<file path="src/rtl/fra_pkg.sv">
package fra_pkg;

  // operand width default and the fixed result field widths
  localparam int DEF_OPERAND_BITS = 16;
  localparam int NUM_OUT_BITS     = 33;
  localparam int DEN_OUT_BITS     = 32;
  // raw products wrap at this width
  localparam int MAX_RAW_BITS     = 64;

  // operation codes
  localparam logic [1:0] KIND_ADD = 2'd0;
  localparam logic [1:0] KIND_SUB = 2'd1;
  localparam logic [1:0] KIND_MUL = 2'd2;
  localparam logic [1:0] KIND_DIV = 2'd3;

  // result status codes
  localparam logic STATUS_OK       = 1'b0;
  localparam logic STATUS_ZERO_DEN = 1'b1;

endpackage

</file>
<file path="src/rtl/fraction_arith_reduce_top.sv">
// Flow: the single multiplier forms the raw numerator and denominator (add and subtract take one
//   more step to combine them); unless either raw value is zero, a binary gcd and two
//   bit-serial divisions then reduce them. RAW_W = min(2*OPERAND_BITS+1, 64) (33 by default)
//   is the raw width.
// Sharing: the single multiplier, the shared subtract/compare unit and the one-bit-a-cycle divider
//   serve one word at a time, and a new word is taken only in idle. A new word is taken
//   while a result waits; a finished result holds the sequencer until the previous one is read.
// Reset: synchronous, active high; returns the sequencer to idle and empties the result register.
module fraction_arith_reduce_top
  import fra_pkg::*;
#(
  parameter int OPERAND_BITS = DEF_OPERAND_BITS
) (
  input  logic                           clk,
  input  logic                           rst,
  input  logic                           item_valid,
  output logic                           item_ready,
  input  logic [1:0]                     kind,
  input  logic signed [OPERAND_BITS-1:0] a_num,
  input  logic signed [OPERAND_BITS-1:0] a_den,
  input  logic signed [OPERAND_BITS-1:0] b_num,
  input  logic signed [OPERAND_BITS-1:0] b_den,
  output logic                           res_valid,
  input  logic                           res_ready,
  output logic signed [NUM_OUT_BITS-1:0] res_num,
  output logic signed [DEN_OUT_BITS-1:0] res_den,
  output logic                           status
);

  localparam int PROD_W = 2 * OPERAND_BITS;
  localparam int RAW_W  = (PROD_W + 1 > MAX_RAW_BITS) ? MAX_RAW_BITS : PROD_W + 1;
  localparam int CNT_W  = $clog2(RAW_W);

  // sequencer codes
  localparam logic [3:0] S_IDLE = 4'd0;
  localparam logic [3:0] S_M0   = 4'd1;
  localparam logic [3:0] S_M1   = 4'd2;
  localparam logic [3:0] S_M2   = 4'd3;
  localparam logic [3:0] S_M3   = 4'd4;
  localparam logic [3:0] S_CHK  = 4'd5;
  localparam logic [3:0] S_GCD  = 4'd6;
  localparam logic [3:0] S_DIVN = 4'd7;
  localparam logic [3:0] S_DIVD = 4'd8;
  localparam logic [3:0] S_OUT  = 4'd9;

  logic [3:0]                     state;
  logic [1:0]                     op;
  logic signed [OPERAND_BITS-1:0] an, ad, bn, bd;
  logic signed [PROD_W-1:0]       prod;
  logic signed [RAW_W-1:0]        num, den;
  logic                           st;
  logic                           neg_n, neg_d;
  logic [RAW_W-1:0]               u, v, nm, dm;
  logic [RAW_W-1:0]               q, rem;
  logic [CNT_W-1:0]               cnt;

  // shared multiplier operands
  logic signed [OPERAND_BITS-1:0] mx, my;
  logic signed [PROD_W-1:0]       mul_out;
  logic signed [RAW_W-1:0]        prod_ext;
  logic [RAW_W-1:0]               num_mag, den_mag;
  // shared subtract/compare unit
  logic [RAW_W-1:0]               sub_a, sub_b, sub_y;
  logic                           sub_ge;
  logic [RAW_W:0]                 rem_sh;
  logic                           div_ge;
  logic                           addsub;

  assign item_ready = (state == S_IDLE);
  assign addsub     = (op == KIND_ADD) || (op == KIND_SUB);

  always_comb begin
    case (state)
      S_M0: begin
        mx = an;
        my = (op == KIND_MUL) ? bn : bd;
      end
      S_M1: begin
        mx = ad;
        my = (op == KIND_DIV) ? bn : bd;
      end
      default: begin
        mx = ad;
        my = bn;
      end
    endcase
  end

  assign mul_out  = PROD_W'(mx * my);
  assign prod_ext = RAW_W'(prod);
  assign num_mag  = num[RAW_W-1] ? RAW_W'(-num) : RAW_W'(num);
  assign den_mag  = den[RAW_W-1] ? RAW_W'(-den) : RAW_W'(den);

  // one subtractor: gcd difference or trial subtract of the divider
  assign rem_sh = {rem, q[RAW_W-1]};
  always_comb begin
    if (state == S_GCD) begin
      sub_a = (u > v) ? u : v;
      sub_b = (u > v) ? v : u;
    end else begin
      sub_a = rem_sh[RAW_W-1:0];
      sub_b = u;
    end
  end
  assign sub_y  = sub_a - sub_b;
  assign sub_ge = (u > v);
  assign div_ge = (rem_sh >= {1'b0, u});

  // sequencer and datapath
  always_ff @(posedge clk) begin
    if (rst) begin
      state     <= S_IDLE;
      res_valid <= 1'b0;
    end else begin
      // a result loaded in S_OUT takes over the register in the same cycle
      if (res_valid && res_ready && (state != S_OUT)) begin
        res_valid <= 1'b0;
      end
      case (state)
        S_IDLE: begin
          if (item_valid) begin
            op    <= kind;
            an    <= a_num;
            ad    <= a_den;
            bn    <= b_num;
            bd    <= b_den;
            state <= S_M0;
          end
        end
        S_M0: begin
          prod  <= mul_out;
          state <= S_M1;
        end
        S_M1: begin
          num   <= prod_ext;
          prod  <= mul_out;
          state <= S_M2;
        end
        S_M2: begin
          den   <= prod_ext;
          prod  <= mul_out;
          state <= addsub ? S_M3 : S_CHK;
        end
        S_M3: begin
          num   <= (op == KIND_SUB) ? num - prod_ext : num + prod_ext;
          state <= S_CHK;
        end
        S_CHK: begin
          if (den == '0) begin
            st    <= STATUS_ZERO_DEN;
            state <= S_OUT;
          end else if (num == '0) begin
            st    <= STATUS_OK;
            den   <= RAW_W'(1);
            state <= S_OUT;
          end else begin
            st    <= STATUS_OK;
            neg_n <= num[RAW_W-1];
            neg_d <= den[RAW_W-1];
            u     <= num_mag;
            v     <= den_mag;
            nm    <= num_mag;
            dm    <= den_mag;
            state <= S_GCD;
          end
        end
        // binary gcd; common powers of two are stripped from the dividends too
        S_GCD: begin
          if (v == '0) begin
            rem   <= '0;
            q     <= nm;
            cnt   <= '0;
            state <= S_DIVN;
          end else if (!u[0] && !v[0]) begin
            u  <= u >> 1;
            v  <= v >> 1;
            nm <= nm >> 1;
            dm <= dm >> 1;
          end else if (!u[0]) begin
            u <= u >> 1;
          end else if (!v[0]) begin
            v <= v >> 1;
          end else if (sub_ge) begin
            u <= sub_y;
          end else begin
            v <= sub_y;
          end
        end
        // restoring division by the odd gcd part, one quotient bit a cycle
        S_DIVN, S_DIVD: begin
          if ((cnt == CNT_W'(RAW_W - 1)) && (state == S_DIVN)) begin
            num   <= neg_n ? -$signed({q[RAW_W-2:0], div_ge})
                           : $signed({q[RAW_W-2:0], div_ge});
            rem   <= '0;
            q     <= dm;
            cnt   <= '0;
            state <= S_DIVD;
          end else begin
            rem <= div_ge ? sub_y : rem_sh[RAW_W-1:0];
            q   <= {q[RAW_W-2:0], div_ge};
            cnt <= cnt + 1'b1;
            if (cnt == CNT_W'(RAW_W - 1)) begin
              den   <= neg_d ? -$signed({q[RAW_W-2:0], div_ge})
                             : $signed({q[RAW_W-2:0], div_ge});
              state <= S_OUT;
            end
          end
        end
        S_OUT: begin
          if (!res_valid || res_ready) begin
            res_num   <= NUM_OUT_BITS'(num);
            res_den   <= DEN_OUT_BITS'(den);
            status    <= st;
            res_valid <= 1'b1;
            state     <= S_IDLE;
          end
        end
        default: begin
          state <= S_IDLE;
        end
      endcase
    end
  end

  // checks
  a_busy_after_take: assert property (@(posedge clk) disable iff (rst)
    item_valid && item_ready |=> !item_ready)
    else $error("sequencer did not leave idle after taking a word");

  a_zero_den_raw: assert property (@(posedge clk) disable iff (rst)
    res_valid && (status == STATUS_ZERO_DEN) |-> (res_den == '0))
    else $error("zero denominator flagged with non-zero denominator");

  a_gcd_nonzero: assert property (@(posedge clk) disable iff (rst)
    (state == S_GCD) |-> (u != '0))
    else $error("gcd operand collapsed to zero");

  a_rem_bound: assert property (@(posedge clk) disable iff (rst)
    (state == S_DIVN) || (state == S_DIVD) |-> (rem < u))
    else $error("divider remainder not below divisor");

endmodule
</file>
<file path="config.mk">
export PLATFORM = sky130hd
export DESIGN_NAME = fraction_arith_reduce_top
export DESIGN_NICKNAME = d
export VERILOG_FILES = /design/src/rtl/fra_pkg.sv /design/src/rtl/fraction_arith_reduce_top.sv
export SDC_FILE = /design/constraint.sdc
export NUM_CORES = 2
export LEC_CHECK = 0
export BUFFER_PORTS_ARGS = -buffer_cell sky130_fd_sc_hd__buf_4
export CAP_MARGIN = 20
export CORE_ASPECT_RATIO = 0.5
export CORE_UTILIZATION = 52
export CTS_BUF_LIST = sky130_fd_sc_hd__clkbuf_4
export DETAILED_ROUTE_END_ITERATION = 8
export HOLD_SLACK_MARGIN = 0.06
export PLACE_DENSITY = 0.69
export SLEW_MARGIN = 25
export SYNTH_ARGS = -nofsm -noshare
export SYNTH_HDL_FRONTEND = slang
export SYNTH_SLANG_ARGS = --single-unit
</file>
<file path="constraint.sdc">
create_clock -name clk -period 20.4 [get_ports clk]
set_input_delay 2.04 -clock clk [delete_from_list [all_inputs] [get_ports clk]]
set_output_delay 2.04 -clock clk [all_outputs]
set_load 0.01 [all_outputs]
</file>
==> flow_metrics.py <==
metrics = {
    "die": {
        "start_util_pct": 53.2,
        "io_pins": 138,
        "die_area_sq_um": 72400,
        "die_h_microns": 191,
        "core.rowCount": 68,
        "die_w_microns": 380,
        "core_area_sq_um": 69700,
    },
    "sta": {
        "hold-worst-slack_ns": 0.423,
        "slew_headroom_pct": 33.7,
        "post-route-period-util_pct": 42.9,
        "slew_violations": 0,
        "max_freq_mhz": 114,
        "fin_skew_ns": 0.103,
        "hold_viol": 0,
        "worst_pin_slew_ns": 0.988,
        "setup_violations": 0,
        "fin_setup_tns_ns": 0,
        "grt_setup_unrepaired": "no",
        "period_minus_slack_ns": 8.75,
    },
    "clock_network": {
        "ctsHoldBuffers": 0,
        "cts_tree": "done",
        "cts_made_buffers": 104,
        "htree_levels": 3,
        "clk_pin_slew_ns": 0.07,
        "cts_buffer_depth": 3,
        "cts_resized": 0,
        "clock_latency_ns": 1.07,
        "post_cts.repair.setup_buffers": 0,
        "cts.sinks": 442,
        "cts_root_buf": "clkbuf_4",
    },
    "synth": {
        "synthCells": 3855,
        "synthFlopType": "edfxtp_1",
        "yosys_warnings": 0,
        "synth_seq_area_share_pct": 35.7,
        "synth_edf_count": 437,
        "synthArstFlopShare_pct": 0,
        "syn-cell-area_sq_um": 37100,
        "post_synth.cell_area_avg_sq_um": 9.61,
        "synth_cell_type_count": 86,
        "ys_seq_elements": 442,
        "synthesis.nets": 4409,
    },
    "placement": {
        "place_congestion": 0.943,
        "dp_hpwl_microns": 80300,
        "portBuffers": 137,
    },
    "critical_path": {
        "critPathMaxFanout": 41,
        "startpoint_type": "flip-flop",
        "cp.arrival_ns": 9.48,
        "rrSetupSlack_ns": 11.65,
        "worstSetupEndpointType": "flip-flop",
        "crit_type": "reg2reg",
        "required_ns": 21.13,
    },
    "cells_and_area": {
        "drive_above_1_share_pct": 10.5,
        "final_common_cell": "nand2_1",
        "num-fill-cells": 6090,
        "final_cell_mix": "nand2_1, edfxtp_1, inv_1, nor2_1, fa_1",
        "nets": 4538,
        "syn_to_final_growth_pct": 9.36,
    },
    "routing": {
        "antenna_left": 0,
        "dr.pass1.iters": 8,
        "totalWireLength_microns": 106000,
        "vias": 29812,
        "remaining_drc_errors": 4,
        "drt_iter0_markers": 3282,
        "wl_per_cell_microns": 21.2,
        "via_per_inst": 5.95,
    },
    "grt": {
        "antenna_found_initial": 3,
        "grt_pass1_wl_microns": 166000,
        "grt_usage_pct": 29.5,
        "grt_max_degree": 91,
        "grt_pass1_vias": 29452,
        "overflow": 0,
    },
    "status": {
        "violations": "design-rule violations",
        "status": "finished, violations left",
    },
    "hold_path": {
        "hp-class": "reg2reg",
    },
    "job": {
        "maxCapViolCount": 0,
    },
}
[flip-flops by register name, summed over array words and instances (netlist names), 32 cells and up]
| name | cells |
|---|---|
| res_num | 33 |
| rem | 33 |
| den | 33 |
| res_den | 32 |
| dm | 33 |
| v | 33 |
| u | 33 |
| q | 33 |
| num | 33 |
| prod | 32 |
| nm | 33 |
[metal layers]
metal	routed length (microns)	global-route usage, %	vias up
li1	-	-	13751
met4	3540	10.5	2
met1	45800	41.0	14473
met5	13	0	-
met2	47300	46.5	1382
met3	9740	5.36	204
[worst paths after layout]
path                  from        to  cells after the start
setup / recovery  state[0]  prod[30]                     24
hold / removal          st    status                      0
setup reg to reg  state[0]  prod[30]                     24
hold reg to reg         st    status                      0
[synth_stat cells, types with 11 or more instances]
cell type	count	share of area (%)
nand2_1	481	4.9
edfxtp_1	437	35
inv_1	419	4.2
nor2_1	361	3.7
fa_1	264	14
a21oi_1	229	3.1
ha_1	220	7.4
o21ai_0	163	2.2
clkbuf_1	152	1.5
xor2_1	132	3.1
xnor2_1	103	2.4
nand3_1	91	1.2
a22oi_1	72	1.5
mux2i_1	62	1.7
a21o_1	53	1.1
a31oi_1	51	0.86
o21a_1	39	0.79
or3_1	34	0.57
o31ai_1	33	0.67
nor3_1	32	0.43
a221oi_1	29	0.69
nor4_1	28	0.47
nor2b_1	27	0.46
nand2b_1	26	0.44
a211oi_1	18	0.36
nand4_1	18	0.30
o41ai_1	16	0.38
or2_2	16	0.27
mux2_2	15	0.46
o211ai_1	15	0.30
o21ai_1	14	0.19
and2_1	11	0.19
[cell families after synthesis]
| logic type | synth area share, % |
|---|---|
| AOI/OAI and AO/OA | 14.6 |
| xor gates and xnor gates | 5.55 |
| adders and majority gates | 21.7 |
| buffers and inverters | 6.10 |
| DFF | 35.7 |
| muxes | 2.13 |
| and+or+nand+nor | 14.3 |
[layout make-up]
type	count	area (sq um)	area share (%)
sequential	442	13200	32.6
clock buffer	130	976	2.41
timing repair buffer	194	1500	3.69
clock inverter	52	328	0.809
antenna	7	17.5	0.0432
inverter	421	1580	3.90
multi-input combinational	2821	21700	53.6
tap	945	1180	2.92
[stage by stage]
stage | utilization, % | worst slack, ns | cell area, sq um | instances
6_report | 58.2 | 11.65 | 40500 | 5012
5_1_grt | 58.2 | 11.07 | 40500 | 5009
4_1_cts | 58.1 | 11.75 | 40500 | 5004
3_5_place_dp | 56.2 | 11.81 | 39200 | 4822
3_3_place_gp | 56.2 | 12.05 | 39100 | 4819
2_1_floorplan | - | 12.42 | 37100 | 3855
[worst max-delay path: stages, from the launching register on]
cell and delay, ns:
dfxtp_1 0.61, nand2b_1 0.30, a21oi_1 0.12, o21ai_4 0.79, nand2_1 0.18, o21ai_1 0.53
nand2_1 0.18, fa_1 0.45, inv_1 0.07, fa_1 0.44, fa_1 0.59, fa_1 0.44
fa_1 0.50, inv_1 0.05, fa_1 0.47, inv_1 0.04, ha_1 0.34, a21o_1 0.20
a21o_1 0.18, a221oi_1 0.39, a31oi_1 0.24, a221oi_1 0.58, o21ai_0 0.29, o41ai_1 0.38
xnor2_1 0.12
Power is left out: the tool's default activity adds up to more than one toggle a clock period on the data nets, which glitch-free logic cannot reach.
